[src/hw/rtl/gpe_pkg.sv]
`timescale 1ns / 1ps
// ----------------------------------------------------------------------------
// gpe_pkg
// Shared types and character constants for the GGA position extractor.
// ----------------------------------------------------------------------------
package gpe_pkg;

  localparam int unsigned ByteW = 8;
  localparam int unsigned CountW = 8;
  localparam int unsigned CommaW = 3;

  localparam logic [ByteW-1:0] CH_DOLLAR = 8'h24;
  localparam logic [ByteW-1:0] CH_G      = 8'h47;
  localparam logic [ByteW-1:0] CH_P      = 8'h50;
  localparam logic [ByteW-1:0] CH_A      = 8'h41;
  localparam logic [ByteW-1:0] CH_COMMA  = 8'h2C;
  localparam logic [ByteW-1:0] CH_MARK   = 8'h67;  // 'g' record start
  localparam logic [ByteW-1:0] CH_CR     = 8'h0D;
  localparam logic [ByteW-1:0] CH_LF     = 8'h0A;

  localparam logic [CountW-1:0] MAX_PAYLOAD_RST = 8'd25;

  // second payload comma is kept, fourth one ends the record
  localparam logic [CommaW-1:0] COMMA_KEEP = 3'd2;
  localparam logic [CommaW-1:0] COMMA_END  = 3'd4;

  // prefix match states, then skip to comma, then payload
  typedef enum logic [8:0] {
    PH_DLR     = 9'b000000001,
    PH_G1      = 9'b000000010,
    PH_P       = 9'b000000100,
    PH_G2      = 9'b000001000,
    PH_G3      = 9'b000010000,
    PH_A       = 9'b000100000,
    PH_COMMA   = 9'b001000000,
    PH_SKIP    = 9'b010000000,
    PH_PAYLOAD = 9'b100000000
  } phase_t;

  typedef struct packed {
    logic [ByteW-1:0] data;
    logic             last;
    logic             ovf;
  } res_t;

  // expected character of "$GPGGA," in each match state
  function automatic logic [ByteW-1:0] prefix_char(input phase_t ph);
    logic [ByteW-1:0] c;
    c = CH_DOLLAR;
    unique case (ph)
      PH_DLR:                 c = CH_DOLLAR;
      PH_G1, PH_G2, PH_G3:    c = CH_G;
      PH_P:                   c = CH_P;
      PH_A:                   c = CH_A;
      PH_COMMA:               c = CH_COMMA;
      default:                c = CH_DOLLAR;
    endcase
    return c;
  endfunction

endpackage

[src/hw/rtl/gga_position_extractor.sv]
`timescale 1ns / 1ps
// ----------------------------------------------------------------------------
// gga_position_extractor
// Pulls latitude/longitude fields out of a GGA sentence byte stream.
// ----------------------------------------------------------------------------
// Usage:
//   Input channel (in_valid/in_ready/rx_byte): one received character per
//   word. Output channel (out_valid/out_ready/out_byte/record_end/overflow):
//   'g' when a record starts, the kept payload characters, then CR and LF;
//   record_end marks the LF, overflow on that LF says payload was dropped.
//   Config channel (cfg_valid/cfg_ready/max_payload): write the payload
//   limit while idle; cfg_ready is always high.
// Timing:
//   A word lands in the input register, is parsed combinationally and its
//   results (0, 1 or 2 words) are loaded into a two-entry result queue.
//   The first output word is driven from the queue head q0. One word per cycle
//   is sustained while out_ready stays high; the CR/LF pair at a record end
//   holds the following input word in the input register until CR is popped.
// Reset: parser back to hunting for '$', queue empty, limit set to 25.
// Stall: a blocked output holds its queued words, the input register then
//   holds its word and in_ready drops; nothing is lost.
// ----------------------------------------------------------------------------
module gga_position_extractor #(
  parameter logic [gpe_pkg::CountW-1:0] MaxPayloadRst = gpe_pkg::MAX_PAYLOAD_RST
) (
  input  logic                        clk,
  input  logic                        rst,
  // config write
  input  logic                        cfg_valid,
  output logic                        cfg_ready,
  input  logic [gpe_pkg::CountW-1:0]  max_payload,
  // input words
  input  logic                        in_valid,
  output logic                        in_ready,
  input  logic [gpe_pkg::ByteW-1:0]   rx_byte,
  // output words
  output logic                        out_valid,
  input  logic                        out_ready,
  output logic [gpe_pkg::ByteW-1:0]   out_byte,
  output logic                        record_end,
  output logic                        overflow
);

  // payload limit register
  logic [gpe_pkg::CountW-1:0] limit;

  // input register
  logic                      r_valid;
  logic [gpe_pkg::ByteW-1:0] r_byte;

  // parser state
  gpe_pkg::phase_t             phase, phase_next;
  logic [gpe_pkg::CommaW-1:0]  comma_count, comma_count_next;
  logic [gpe_pkg::CountW-1:0]  payload_count, payload_count_next;
  logic                        dropped, dropped_next;

  // result queue, head in q0
  gpe_pkg::res_t q0, q1;
  logic [1:0]    q_cnt;

  gpe_pkg::res_t res0, res1;
  logic [1:0]    n_res;
  logic [gpe_pkg::CommaW-1:0] comma_inc;
  logic pop, space, consume;

  assign cfg_ready = 1'b1;

  assign out_valid  = (q_cnt != 2'd0);
  assign out_byte   = q0.data;
  assign record_end = q0.last;
  assign overflow   = q0.ovf;

  assign pop = out_valid && out_ready;
  // an item may load the queue only if it is empty after this cycle's pop
  assign space   = (q_cnt == 2'd0) || ((q_cnt == 2'd1) && out_ready);
  assign consume = r_valid && space;
  assign in_ready = !r_valid || consume;

  assign comma_inc = comma_count + gpe_pkg::CommaW'(1);

  // combinational parse of the word in the input register
  always_comb begin
    phase_next         = phase;
    comma_count_next   = comma_count;
    payload_count_next = payload_count;
    dropped_next       = dropped;
    n_res              = 2'd0;
    res0               = '{data: r_byte, last: 1'b0, ovf: 1'b0};
    res1               = '{data: gpe_pkg::CH_LF, last: 1'b1, ovf: dropped};
    unique case (phase)
      gpe_pkg::PH_DLR, gpe_pkg::PH_G1, gpe_pkg::PH_P, gpe_pkg::PH_G2,
      gpe_pkg::PH_G3, gpe_pkg::PH_A, gpe_pkg::PH_COMMA: begin
        // mismatching byte is consumed, not re-checked as '$'
        if (r_byte == gpe_pkg::prefix_char(phase)) begin
          phase_next = gpe_pkg::phase_t'({phase[7:0], 1'b0});
        end else begin
          phase_next = gpe_pkg::PH_DLR;
        end
      end
      gpe_pkg::PH_SKIP: begin
        if (r_byte == gpe_pkg::CH_COMMA) begin
          phase_next         = gpe_pkg::PH_PAYLOAD;
          comma_count_next   = '0;
          payload_count_next = '0;
          dropped_next       = 1'b0;
          n_res              = 2'd1;
          res0.data          = gpe_pkg::CH_MARK;
        end
      end
      gpe_pkg::PH_PAYLOAD: begin
        if (r_byte == gpe_pkg::CH_COMMA) begin
          comma_count_next = comma_inc;
        end
        if ((r_byte != gpe_pkg::CH_COMMA) || (comma_inc == gpe_pkg::COMMA_KEEP)) begin
          if (payload_count >= limit) begin
            dropped_next = 1'b1;
          end else begin
            payload_count_next = payload_count + gpe_pkg::CountW'(1);
            n_res              = 2'd1;
          end
        end else if (comma_inc >= gpe_pkg::COMMA_END) begin
          // record close: CR then LF
          phase_next         = gpe_pkg::PH_DLR;
          comma_count_next   = '0;
          payload_count_next = '0;
          dropped_next       = 1'b0;
          n_res              = 2'd2;
          res0.data          = gpe_pkg::CH_CR;
        end
      end
      default: begin
        phase_next = gpe_pkg::PH_DLR;
      end
    endcase
  end

  always_ff @(posedge clk) begin
    if (rst) begin
      limit         <= MaxPayloadRst;
      r_valid       <= 1'b0;
      phase         <= gpe_pkg::PH_DLR;
      comma_count   <= '0;
      payload_count <= '0;
      dropped       <= 1'b0;
      q_cnt         <= 2'd0;
    end else begin
      if (cfg_valid && cfg_ready) begin
        limit <= max_payload;
      end
      if (in_valid && in_ready) begin
        r_valid <= 1'b1;
      end else if (consume) begin
        r_valid <= 1'b0;
      end
      if (consume) begin
        phase         <= phase_next;
        comma_count   <= comma_count_next;
        payload_count <= payload_count_next;
        dropped       <= dropped_next;
        q_cnt         <= n_res;
      end else if (pop) begin
        q_cnt <= q_cnt - 2'd1;
      end
    end
  end

  // payload registers, no reset
  always_ff @(posedge clk) begin
    if (in_valid && in_ready) begin
      r_byte <= rx_byte;
    end
    if (consume) begin
      q0 <= res0;
      q1 <= res1;
    end else if (pop) begin
      q0 <= q1;
    end
  end

`ifndef SYNTHESIS
  a_qcnt_range: assert property (@(posedge clk) disable iff (rst)
    q_cnt != 2'd3)
    else $error("result queue count out of range");

  a_end_is_lf: assert property (@(posedge clk) disable iff (rst)
    (out_valid && record_end) |-> (out_byte == gpe_pkg::CH_LF))
    else $error("record end not on LF");

  a_ovf_on_end: assert property (@(posedge clk) disable iff (rst)
    (out_valid && overflow) |-> record_end)
    else $error("overflow flag outside record end");

  a_comma_range: assert property (@(posedge clk) disable iff (rst)
    comma_count < gpe_pkg::COMMA_END)
    else $error("comma count past record end");

  a_cr_then_lf: assert property (@(posedge clk) disable iff (rst)
    (out_valid && out_ready && (q_cnt == 2'd2) && (out_byte == gpe_pkg::CH_CR))
      |=> (out_valid && record_end))
    else $error("CR not followed by LF");
`endif

endmodule

[config.mk]
export PLATFORM = sky130hd
export DESIGN_NAME = gga_position_extractor
export DESIGN_NICKNAME = d
export VERILOG_FILES = /design/src/hw/rtl/gpe_pkg.sv /design/src/hw/rtl/gga_position_extractor.sv
export SDC_FILE = /design/constraint.sdc
export NUM_CORES = 1
export LEC_CHECK = 0
export BUFFER_PORTS_ARGS = -buffer_cell sky130_fd_sc_hd__buf_2
export CORE_MARGIN = 2
export CORE_UTILIZATION = 57
export DETAILED_ROUTE_END_ITERATION = 7
export MAX_ROUTING_LAYER = met4
export PLACE_DENSITY_LB_ADDON = 0.3
export SYNTH_ARGS = -nofsm -noshare
export SYNTH_HDL_FRONTEND = slang
export SYNTH_SLANG_ARGS = --single-unit
[constraint.sdc]
create_clock -name clk -period 3.3 [get_ports clk]
set_input_delay 0.66 -clock clk [delete_from_list [all_inputs] [get_ports clk]]
set_output_delay 0.66 -clock clk [all_outputs]
set_load 0.01 [all_outputs]
==> reports/qor.txt <==
cells after synthesis -> 271
FFs w/ async S/R, synth -> 0%
hold crit path type -> reg -> reg
clock-pin slew on the worst setup and hold paths -> 0.10 ns
most area-hungry cell type in the Yosys netlist -> dfxtp_1
CP peak stage delay -> 0.56 ns
R2R setup slack -> 0.49 ns
Synth top cells by count -> 34 x dfxtp_1, 24 x nor2_1, 23 x nand2_1
R2R cell count -> 8
VDD IR max -> 0.323 mV
leak pwr -> 1.14 nW
clk_lat worst skew -> 0.31 ns
endpoints failing setup -> 0
clock skew -> 0.00838 ns
HPWL Detailed -> 3860 µm
total number of vias -> 2069
MaxCap Viol Count -> 0
worst-case clock buffer depth -> 2
Avg Inst Size Synth -> 9.70 µm²
sequential-to-total area share from yosys stat -> 45.3%
power per cell area -> 425 nW/µm²
final max-slew violation count -> 0
Synth cell types -> 51
setup TNS -> 0 ns
status -> complete, no violations
drc violations -> 0
post-CTS setup repair buffer count -> 0
Main synth FF type -> dfxtp_1
port bufs -> 32
largest net degree at the start of global routing -> 24
Fmax -> 356 MHz
worst path required time -> 3.53 ns
CP max FO -> 6
Via density -> 5.86
slew margin rel. -> 60.6%
CP Class -> reg -> reg
post-synth top area share -> 25.9%
Die W -> 71.9 µm
Hold-fix buffers, CTS -> 0
initial antenna violation count -> 0
first-pass GRT wire length -> 8910 µm
delay-heaviest family, CP -> compound AO/OA/AOI/OAI gates
worst r2r src -> limit[4]
layout cells sized above 1 -> 15.0%
total wire length -> 5190 µm
Root Buffer -> clkbuf_8
Hold Fails Final Rpt -> 0
Setup crit end kind -> register
HP Start -> dropped
min Tclk post-route -> 2.81 ns
Final nets -> 334
DRT iter0 DRCs -> 115
PostCTS Resize Cnt -> 0
vias in the first global route -> 1997
DIE HEIGHT -> 71.9 µm
Startpoint Class -> register
crit path cell chain -> inv_1 > ha_1 > a21o_1 > a2111oi_0 > o21a_1 > o2111ai_1 > or4_1 > a31oi_1
GRT Total Usage -> 22.5%
RR Endpoint -> payload_count[7]
DIE AREA -> 5170 µm²
Worst Max-Slew Pin Slew -> 0.591 ns
First-pass DRT Iterations -> 4
Synthesized Nets -> 305
synthesized cell area -> 2630 µm²
CTS H-tree depth -> 2
number of synthesized flops with an enable pin -> 17
Final ANT Viol Nets -> 0
n_diodes -> 0
WL/cell -> 14.7 µm
Synth area leaders -> dfxtp_1 26%, edfxtp_1 19%, ha_1 6.2%
Tcrit/Tclk final -> 85.1%
CORE AREA -> 4410 µm²
placed cells -> 345
CP Buf/Inv Count -> 1
routability congestion estimate -> 0.833
Placed Area -> 2810 µm²
CTS tree -> done
CTS sink cnt -> 51
CP arrival -> 3.04 ns
io pins -> 34
final cell count without fillers -> 353
Hold Crit Depth -> 0
count leader, synth -> dfxtp_1
Finished Cell Area -> 2950 µm²
RSZ-0062 raised after global routing -> no
hold_ws -> 0.452 ns
Initial Util -> 59.6%
Hold Crit Endpoint -> q1[0]
TritonCTS Buffers -> 5
total congestion overflow -> 0
crit path max-delay cell type -> or4_1
FP Rows -> 24
#FFs+latches synth -> 51
Layout area overhead -> 12.1%
warnings from Yosys -> 0
[worst max path at each step]
stage	start	to	slack, ns	depth (start not counted)
final	limit[4]	payload_count[7]	0.49	8
after global routing	limit[4]	payload_count[4]	0.35	8
after CTS	limit[4]	payload_count[7]	0.52	8
after detailed placement	limit[4]	payload_count[7]	0.54	8
after global placement	out_ready	payload_count[5]	0.56	8
after floorplan	payload_count[4]	payload_count[7]	0.94	7
[layout make-up]
type	count	area, µm²
Inverter	15	56.3
Clock inverter	3	67.6
Multi-Input combinational cell	195	1340
Tap cell	52	65.1
Timing Repair Buffer	32	160
Clock buffer	5	68.8
Fill cell	370	1470
Sequential cell	51	1190
[layout by cell type, fill, tap and decap left out, types with 6 or more instances in the layout]
cell / instances
edfxtp_1: 17
nor2_1: 24
inv_1: 15
a22o_1: 7
ha_1: 13
dfxtp_1: 34
buf_2: 32
a21oi_1: 17
nand2_1: 23
and2_1: 9
xor2_1: 7
nand3_1: 6
mux2i_1: 7
[report_power, final]
group          switching [mW]  leakage [nW]  internal (mW)
Combinational          0.0410         0.637         0.0291
Clock                   0.205        0.0644          0.302
Sequential             0.0100         0.441          0.667
[worst register-to-register path: cells and delay by family, from the launching register on]
kind,cells,cell delay [ns]
fa+ha+maj,1,0.31
compound gates,5,1.49
buf+inv,1,0.06
simple gates,1,0.56
flops,1,0.32
[metal layers]
metal | wire length, µm | GRT usage [%]
met3 | 173 | 4.31
met1 | 2310 | 26.6
met4 | 89 | 8.60
met5 | 0 | -
met2 | 2610 | 38.2
[cell families (layout without fill, tap and decap cells)]
logic type | after synthesis | count (layout) | synth area share (%)
AOI/OAI and AO/OA | 63 | 63 | 17.0
xor gates and xnor gates | 9 | 9 | 3.00
adders and majority gates | 13 | 13 | 6.18
buffers and inverters | 25 | 55 | 3.81
DFF | 51 | 51 | 45.3
muxes | 8 | 8 | 3.09
other | 1 | 1 | 0.143
and+or+nand+nor | 101 | 101 | 21.5
[through the flow]
| step | setup WS [ns] | total power [mW] | util (%) |
|---|---|---|---|
| floorplan | 0.937 | 0.734 | - |
| global placement | 0.563 | 0.760 | 63.7 |
| detailed placement | 0.542 | 0.762 | 63.7 |
| CTS | 0.518 | 1.26 | 66.8 |
| global route | 0.346 | 1.30 | 66.8 |
| finish | 0.490 | 1.25 | 66.8 |
[registers in the layout, indices dropped and copies added, names as in the netlist, 2 cells and up]
signal,count
q_cnt,2
limit,8
payload_count,8
out_byte,8
r_byte,8
comma_count,3
phase,9
Note: power is estimated with default switching activity, not from simulation.
